===== src/rtl/core/pubsub_message_router_core_assert.svh =====
`ifndef PUBSUB_MESSAGE_ROUTER_CORE_ASSERT_SVH
`define PUBSUB_MESSAGE_ROUTER_CORE_ASSERT_SVH
// Assertion helpers for the router core
`define PMR_ASSERT_IMP(lbl, clk_s, rst_s, ante, cons) \
  lbl: assert property (@(posedge clk_s) disable iff (rst_s) (ante) |-> (cons)) \
    else $error("lbl failed");
`define PMR_ASSERT_NXT(lbl, clk_s, rst_s, ante, cons) \
  lbl: assert property (@(posedge clk_s) disable iff (rst_s) (ante) |=> (cons)) \
    else $error("lbl failed");
`endif


===== src/rtl/core/pmr_pkg.sv =====
package pmr_pkg;
  localparam int unsigned REQ_BITS    = 2;
  localparam int unsigned STATUS_BITS = 2;

  localparam logic [1:0] REQ_CREATE = 2'd0;
  localparam logic [1:0] REQ_SUB    = 2'd1;
  localparam logic [1:0] REQ_SEND   = 2'd2;
  localparam logic [1:0] REQ_RECV   = 2'd3;

  localparam logic [1:0] ST_OK    = 2'd0;
  localparam logic [1:0] ST_FAIL  = 2'd1;
  localparam logic [1:0] ST_EMPTY = 2'd2;

  localparam logic [7:0] BCAST_PIPE = 8'hFF;

  localparam logic [1:0] CFG_PIPE_LIMIT  = 2'd0;
  localparam logic [1:0] CFG_MSGID_LIMIT = 2'd1;
  localparam logic [1:0] CFG_SUBS_LIMIT  = 2'd2;
  localparam logic [1:0] CFG_DEPTH_LIMIT = 2'd3;

  // controller -> datapath commands
  typedef struct packed {
    logic load;      // capture request
    logic check;     // evaluate request, start lookups
    logic rd_sub;    // read subscriber entry at walk index
    logic try_enq;   // attempt enqueue with read subscriber
    logic rd_queue;  // issue queue read (receive)
    logic finish;    // build result
  } pmr_cmd_t;

  // datapath -> controller status
  typedef struct packed {
    logic is_walk;   // send needs subscriber walk
    logic is_recv;   // receive with data to pop
    logic walk_last; // current walk index is the last
    logic walk_stop; // unicast match found
  } pmr_stat_t;
endpackage


===== src/rtl/core/pmr_ctrl.sv =====
module pmr_ctrl (
  input  logic               clk,
  input  logic               rst,
  input  logic               in_fire,
  input  logic               out_busy,
  input  pmr_pkg::pmr_stat_t stat,
  output pmr_pkg::pmr_cmd_t  cmd,
  output logic               idle
);
  import pmr_pkg::*;

  localparam logic [2:0] S_IDLE  = 3'd0;
  localparam logic [2:0] S_CHECK = 3'd1;
  localparam logic [2:0] S_RDSUB = 3'd2;
  localparam logic [2:0] S_ENQ   = 3'd3;
  localparam logic [2:0] S_RDQ   = 3'd4;
  localparam logic [2:0] S_DONE  = 3'd5;

  logic [2:0] state, state_next;

  always_ff @(posedge clk) begin
    if (rst) state <= S_IDLE;
    else     state <= state_next;
  end

  // sequencing of one request
  always_comb begin
    state_next = state;
    cmd        = '0;
    case (state)
      S_IDLE: begin
        cmd.load = in_fire;
        if (in_fire) state_next = S_CHECK;
      end
      S_CHECK: begin
        cmd.check = 1'b1;
        if (stat.is_walk)      state_next = S_RDSUB;
        else if (stat.is_recv) state_next = S_RDQ;
        else                   state_next = S_DONE;
      end
      S_RDSUB: begin
        cmd.rd_sub = 1'b1;
        state_next = S_ENQ;
      end
      S_ENQ: begin
        cmd.try_enq = 1'b1;
        if (stat.walk_last || stat.walk_stop) state_next = S_DONE;
        else                                  state_next = S_RDSUB;
      end
      S_RDQ: begin
        cmd.rd_queue = 1'b1;
        state_next   = S_DONE;
      end
      S_DONE: begin
        if (!out_busy) begin
          cmd.finish = 1'b1;
          state_next = S_IDLE;
        end
      end
      default: state_next = S_IDLE;
    endcase
  end

  assign idle = (state == S_IDLE);
endmodule


===== config.mk =====
export PLATFORM = sky130hd
export DESIGN_NAME = pmr_ctrl
export DESIGN_NICKNAME = d
export VERILOG_FILES = /design/src/rtl/core/pubsub_message_router_core_assert.svh /design/src/rtl/core/pmr_pkg.sv /design/src/rtl/core/pmr_ctrl.sv
export SDC_FILE = /design/constraint.sdc
export NUM_CORES = 1
export LEC_CHECK = 0
export ABC_AREA = 1
export BUFFER_PORTS_ARGS = -buffer_cell sky130_fd_sc_hd__buf_2
export CAP_MARGIN = 20
export CORE_AREA = 4 4 41 43
export DETAILED_ROUTE_END_ITERATION = 8
export DIE_AREA = 0 0 45 47
export PLACE_DENSITY = 0.45
export SLEW_MARGIN = 40
export SYNTH_ARGS = -nofsm -noshare
export SYNTH_HDL_FRONTEND = slang
export SYNTH_SLANG_ARGS = --single-unit

===== constraint.sdc =====
create_clock -name clk -period 1.5 [get_ports clk]
set_input_delay 0.375 -clock clk [delete_from_list [all_inputs] [get_ports clk]]
set_output_delay 0.375 -clock clk [all_outputs]
set_load 0.05 [all_outputs]

Word level (Yosys, flattened, before mapping)
Index checks and enable logic that the tools add are counted.

operators by class
  reductions and logical operators = 3
  muxes and demuxes = 13
  equality and inequality tests = 7

operators by type and width
  kind                                                 number
  one-hot mux 3 bit (6 select lines)                   1
  two-way mux 3 bit                                    4
  two-way mux 1 bit                                    8
  equality test 3 x 2 -> 1 bit, second input constant  2
  equality test 3 bit, second input constant           2
  inequality test 2 bit, second input constant         2
  equality test 3 x 1 -> 1 bit, second input constant  1
  logical NOT 3 bit                                    1
  AND reduction 2 bit                                  1
  logical OR 1 bit                                     1

storage, ports and cells
  word-level logic and storage cells = 24
  input port bits = 8
  flip-flop bits (word level) = 3
  output and inout port bits = 7

Longest topological paths before layout
Gate-level depths: netlist of run 1.

  depth after elaboration = 3
  depth in mapped cells = 7
  mapped depth without buffers = 7

Worst setup path after synthesis of run 1
Ideal clock, no wire load.

  kind = flip-flop to output port
  start point = register state[2]
  end point = output cmd[0] in the netlist's numbering
  stages on the path, launching flop included = 3
  buffers on the path = 0
  slack = -832 ps
  arrival = 1957 ps
  path through = dfxtp_1 inv_2 nor4_1

RTL lines
  item                    RTL line        source
  from (decl)             pmr_ctrl.sv:19  logic [2:0] state, state_next;
  from (signal assigned)  pmr_ctrl.sv:23  else state <= state_next;
  to (decl)               pmr_ctrl.sv:7   output pmr_pkg::pmr_cmd_t cmd,

==> results.json, run 1 <==
{
  "p_sw_mw": 0.358,
  "htreeDepth": 1,
  "synth_edf_count": 0,
  "setup_violations": 0,
  "ioPinCount": 15,
  "start_util_pct": 18.3,
  "ys_async_sr_fraction_pct": 0,
  "dp_cells": 70,
  "drtIter0Drc": 6,
  "cts_root_buf": "clkbuf_4",
  "nets": 70,
  "grt_max_degree": 7,
  "reg.largest.list": "state: 3 flops",
  "wire_per_inst_microns": 8.88,
  "hold_class": "primary input to register",
  "synth_nets": 48,
  "fin_cells": 76,
  "grt_pass1_vias": 278,
  "dp_hpwl_microns": 525,
  "synthCells": 40,
  "synth_top_area_share_pct": 25.3,
  "io_buffers": 14,
  "clock_sinks": 3,
  "grt_pass1_wl_microns": 1060,
  "endpoint_kind": "output pin",
  "synth_area_sq_um": 238,
  "p_comb_share_pct": 60.8,
  "firstDrtPassIters": 4,
  "hold_viol": 0,
  "criticalPathCategory": "register to output pin",
  "ys_warn_count": 0,
  "crit_fanout": 5,
  "pwr-share-clk_pct": 19.8,
  "wirelength_microns": 675,
  "dr_total_vias": 309,
  "postCtsHoldBufs": 0,
  "whs_path_depth": 2,
  "place.gp.congestion": 0.695,
  "largest_reg_flops": 3,
  "r2r_cells": 8,
  "top_register": "state",
  "startpoint": "state[1]$_SDFFE_PP0P_",
  "path_clk_slew_ps": 40,
  "post-route-period-util_pct": 95.9,
  "reg2reg_to": "state[0]$_SDFFE_PP0P_",
  "worst_pin_slew_ps": 198,
  "regToRegStartpoint": "state[0]$_SDFFE_PP0P_",
  "post-route-util_pct": 34.6,
  "die-width_microns": 45,
  "p_leak_nw": 0.227,
  "slew_headroom_pct": 86.7,
  "core_area_sq_um": 1300,
  "grt_overflow": 0,
  "startpoint_type": "register",
  "power_density_nw_per_um2": 1600,
  "antenna_found_initial": 0,
  "ys.flop_type": "dfxtp_1",
  "ant_nets": 0,
  "ys_seq_elements": 3,
  "irDropWorstVdd_v": 0.000845,
  "route.detailed.drc": 0,
  "routed_via_density": 4.07,
  "numCtsBuffers": 3,
  "clk_latency_ps": 230,
  "synth.top_cells.by_count": "nand2_1 (8), inv_1 (6), nor2_1 (6)",
  "timing.fmax_ghz": 0.695,
  "synthTopCellsByArea": "dfxtp_1 (25%), nand2_1 (13%), inv_1 (9.5%)",
  "die_area_sq_um": 2120,
  "slew_violations": 0,
  "cts_buffer_depth": 2,
  "synth.avg_cell_area_sq_um": 5.94,
  "cp.arrival_ps": 1060,
  "yosys.area.top_type": "dfxtp_1",
  "diodes": 0,
  "internal_power_mw": 0.362,
  "grtUsageTotal_pct": 7.41,
  "fin_tns_setup_ps": 0,
  "tritoncts": "built",
  "yosysMostFrequentCell": "nand2_1",
  "p_seq_share_pct": 19.4,
  "die_y_microns": 47,
  "reg2reg_setup_slack_ps": 410,
  "syn_to_final_growth_pct": 89.5,
  "cp-endpoint": "cmd[2]",
  "sw_frac_of_total_pct": 49.7,
  "maxCapViolations": 0,
  "layout-drive-gt1-share_pct": 60.7,
  "fin_skew_ps": 0.646,
  "status": "finished clean",
  "fin_crit_ps": 1440,
  "crit_required_ps": 1120,
  "row_count": 13,
  "synth-seq-area-share_pct": 25.3,
  "rsz0062_at_grt": "yes",
  "synth_cell_type_count": 15
}
==> layout make-up <==
class                   instances  area (sq um)
inverters                       9          38.8
flip-flops and latches          3          68.8
well taps                      15          18.8
multi-input cells              28           169
repair buffers                 17           129
fillers                       156           851
clock buffers                   4          26.3
==> critical path, cell delays in order, from the launching register on <==
cell and delay (ps):
dfxtp_2 400, nand2_1 110, nor2_4 110, buf_4 210
==> stage by stage <==
| step | power, mW | area, sq um | hold slack [ps] | setup WS [ps] |
|---|---|---|---|---|
| final | 0.720 | 450 | 318 | 61.2 |
| after global routing | 0.773 | 450 | 324 | -8.30 |
| after CTS | 0.685 | 404 | 311 | 6.41 |
| after detailed placement | 0.498 | 354 | 570 | 101 |
| after global placement | 0.502 | 354 | 573 | 100 |
| after floorplan | 0.412 | 258 | 437 | 75.1 |
==> power groups by stage <==
stage               clock network [mW]  registers [mW]  logic (mW)
finish                           0.143           0.140       0.438
global route                     0.157           0.144       0.473
CTS                              0.152           0.134       0.398
detailed placement                   0           0.129       0.369
global placement                     0           0.131       0.372
floorplan                            0           0.124       0.288
==> cell usage in the layout, fill, tap and decap left out, types with 2 or more instances in the layout <==
| cell type | Yosys | routed |
|---|---|---|
| inv_2 | 3 | 2 |
| clkbuf_4 | 0 | 3 |
| nand2_2 | 2 | 3 |
| nor2_2 | 1 | 4 |
| buf_2 | 0 | 7 |
| nand3_1 | 2 | 2 |
| buf_4 | 0 | 5 |
| a21oi_1 | 3 | 3 |
| dfxtp_4 | 0 | 2 |
| nand2_1 | 8 | 7 |
| nor2_1 | 6 | 3 |
| buf_6 | 0 | 5 |
| inv_1 | 6 | 6 |
==> logic make-up after synthesis <==
| kind of cell | synth area share (%) |
|---|---|
| buf+inv | 14.2 |
| simple gates | 48.4 |
| flops | 25.3 |
| compound gates | 12.1 |
==> metal layers <==
layer,vias up,track usage [%],wire (microns)
li1,165,-,-
met1,125,8.37,278
met3,3,2.68,83
met4,0,8.77,21
met2,16,9.89,292
met5,-,0,0
==> repair_timing <==
action	in CTS	in global routing
endpoints found under the hold margin	0	0
pin swaps	0	1
setup endpoints to repair	7	5
resized for setup	11	10
buffers inserted	0	2
==> how the worst min path moves through the flow <==
stage               from                    end  slack (ps)
global route         rst  state[0]$_SDFFE_PP0P_         320
CTS                  rst  state[0]$_SDFFE_PP0P_         310
global placement     rst  state[0]$_SDFFE_PP0P_         570
floorplan            rst  state[0]$_SDFFE_PP0P_         440
finish               rst  state[0]$_SDFFE_PP0P_         320
detailed placement   rst  state[0]$_SDFFE_PP0P_         570
Power figures use the tool's default switching activity.
==> run 2: changes to the inputs <==
ABC_AREA = 0   (was 1)
PLACE_DENSITY = 0.47   (was 0.45)
==> results.json, run 2 <==
{
  "status": "finished with violations",
  "violations": "negative setup slack",
  "fin_crit_ps": 1540,
  "firstDrtPassIters": 2,
  "synthAdderAreaFrac_pct": 0,
  "layout-drive-gt1-share_pct": 72.2,
  "ys_warn_count": 0,
  "clk_latency_ps": 240,
  "die-width_microns": 45,
  "p_seq_share_pct": 22.2,
  "grtUsageTotal_pct": 9.40,
  "maxCapViolations": 0,
  "ioPinCount": 15,
  "routed_via_density": 4.70,
  "grt_pass1_vias": 345,
  "sw_frac_of_total_pct": 41.3,
  "timing.fmax_ghz": 0.651,
  "rsz0062_at_grt": "yes",
  "pwr-share-clk_pct": 27.4,
  "final_cell_mix": "buf_2 (8), buf_4 (8), a21oi_1 (3), clkbuf_4 (3), buf_8 (3)",
  "synth_top_family_by_area": "simple AND/OR/NAND/NOR gates",
  "irDropWorstVdd_v": 0.000431,
  "place.gp.congestion": 0.755,
  "synth_nets": 40,
  "hold_viol": 0,
  "clock_sinks": 3,
  "synth_area_sq_um": 256,
  "p_sw_mw": 0.221,
  "criticalPathCategory": "register to output pin",
  "grt_overflow": 0,
  "synth_top_area_share_pct": 23.4,
  "postCtsHoldBufs": 0,
  "synth.top_cells.by_count": "a21oi_1 (3), dfxtp_1 (3), nor3_1 (3)",
  "power_density_nw_per_um2": 1090,
  "largest_reg_flops": 3,
  "wire_per_inst_microns": 11.4,
  "setup_violations": 3,
  "setup_slack_ps": -36.6,
  "start_util_pct": 19.7,
  "yosys.area.top_type": "dfxtp_1",
  "synthXorXnorAreaFrac_pct": 0,
  "drtIter0Drc": 1,
  "post-route-period-util_pct": 102,
  "ys_async_sr_fraction_pct": 0,
  "ys_seq_elements": 3,
  "die_y_microns": 47,
  "synthTopCellsByArea": "dfxtp_1 (23%), a21oi_1 (5.9%), nor3_1 (5.9%)",
  "dp_hpwl_microns": 584,
  "synth-seq-area-share_pct": 23.4,
  "worst_pin_slew_ps": 247,
  "synth_compound_area_share_pct": 23.9,
  "route.detailed.drc": 0,
  "p_leak_nw": 0.219,
  "startpoint_type": "register",
  "syn_to_final_growth_pct": 91.7,
  "io_buffers": 14,
  "antenna_found_initial": 0,
  "muxShareOfSynthArea_pct": 0,
  "ant_nets": 0,
  "cts_root_buf": "clkbuf_4",
  "post-route-util_pct": 37.8,
  "row_count": 13,
  "diodes": 0,
  "synth_cell_type_count": 22,
  "crit_fanout": 5,
  "slew_headroom_pct": 83.7,
  "slew_violations": 0,
  "synthCells": 32,
  "wirelength_microns": 788,
  "synth_simple_gate_area_share_pct": 42.9,
  "top_register": "state",
  "grt_pass1_wl_microns": 1410,
  "crit_required_ps": 1120,
  "path_clk_slew_ps": 40,
  "nets": 63,
  "numCtsBuffers": 3,
  "internal_power_mw": 0.314,
  "dr_total_vias": 324,
  "cp.arrival_ps": 1160,
  "synth_edf_count": 0,
  "tritoncts": "built",
  "core_area_sq_um": 1300,
  "grt_max_degree": 13,
  "cts_buffer_depth": 2,
  "endpoint_kind": "output pin",
  "reg.largest.list": "state: 3 flops",
  "ys.flop_type": "dfxtp_1",
  "synth.avg_cell_area_sq_um": 8.02,
  "p_comb_share_pct": 50.4,
  "die_area_sq_um": 2120,
  "hold_class": "primary input to register",
  "fin_skew_ps": 4.80,
  "dp_slack_ps": 83.5,
  "htreeDepth": 1
}
-- run 2: final timing paths --
kind / start / endpoint / slack (ps) / cells after the start
worst max register to register: state[1]$_SDFFE_PP0P_ / state[0]$_SDFFE_PP0P_ / 270 / 4
worst max-delay path: state[2]$_SDFFE_PP0P_ / cmd[5] / -40 / 4
worst min register to register: state[0]$_SDFFE_PP0P_ / state[0]$_SDFFE_PP0P_ / 550 / 1
worst min-delay path: rst / state[2]$_SDFFE_PP0P_ / 320 / 2
-- run 2: kinds of logic (layout without fill, tap and decap cells) --
| family | Yosys count | in the layout |
|---|---|---|
| compound gates | 8 | 8 |
| flops | 3 | 3 |
| simple gates | 17 | 17 |
| buf+inv | 4 | 26 |
-- run 2: cell type report --
cell class              instances  area [sq um]
multi-input cells              25           209
repair buffers                 21           168
clock buffers                   4          26.3
flip-flops and latches          3          66.3
inverters                       1          3.75
well taps                      15          18.8
fillers                       149           810
-- run 2: power by group through the flow --
| stage | sequential, mW | combinational (mW) | clock (mW) |
|---|---|---|---|
| 3_5_place_dp | 0.117 | 0.232 | 0 |
| 5_1_grt | 0.121 | 0.289 | 0.161 |
| 6_report | 0.119 | 0.270 | 0.147 |
| 3_3_place_gp | 0.117 | 0.232 | 0 |
| 4_1_cts | 0.118 | 0.263 | 0.148 |
| 2_1_floorplan | 0.0985 | 0.205 | 0 |
-- run 2: timing repair --
action                     CTS  global route
resized for setup           13             7
pin swaps                    1             1
setup endpoints to repair    7             7
setup buffers                2             1
cloned                       0             0
-- run 2: critical path: stages, from the launching register on --
cell,delay [ps]
dfxtp_2,320
buf_6,130
nor3_4,170
and2_4,160
buf_8,130
-- run 2: metal layers --
metal	GRT usage, %	up-vias	wire length, microns
met5	0	-	0
met4	5.26	0	0
met3	3.45	0	77
met2	15.0	12	409
met1	10.9	152	302
li1	-	160	-
-- run 2: metrics by stage --
stage               cell area, sq um  setup TNS (ps)  cells  hold slack (ps)  power (mW)
floorplan                        298            -285     32              444       0.304
global placement                 389               0     62              565       0.349
detailed placement               389               0     62              560       0.349
CTS                              468           -54.4     68              312       0.529
global route                     492            -280     69              334       0.571
finish                           492           -64.5     69              318       0.535
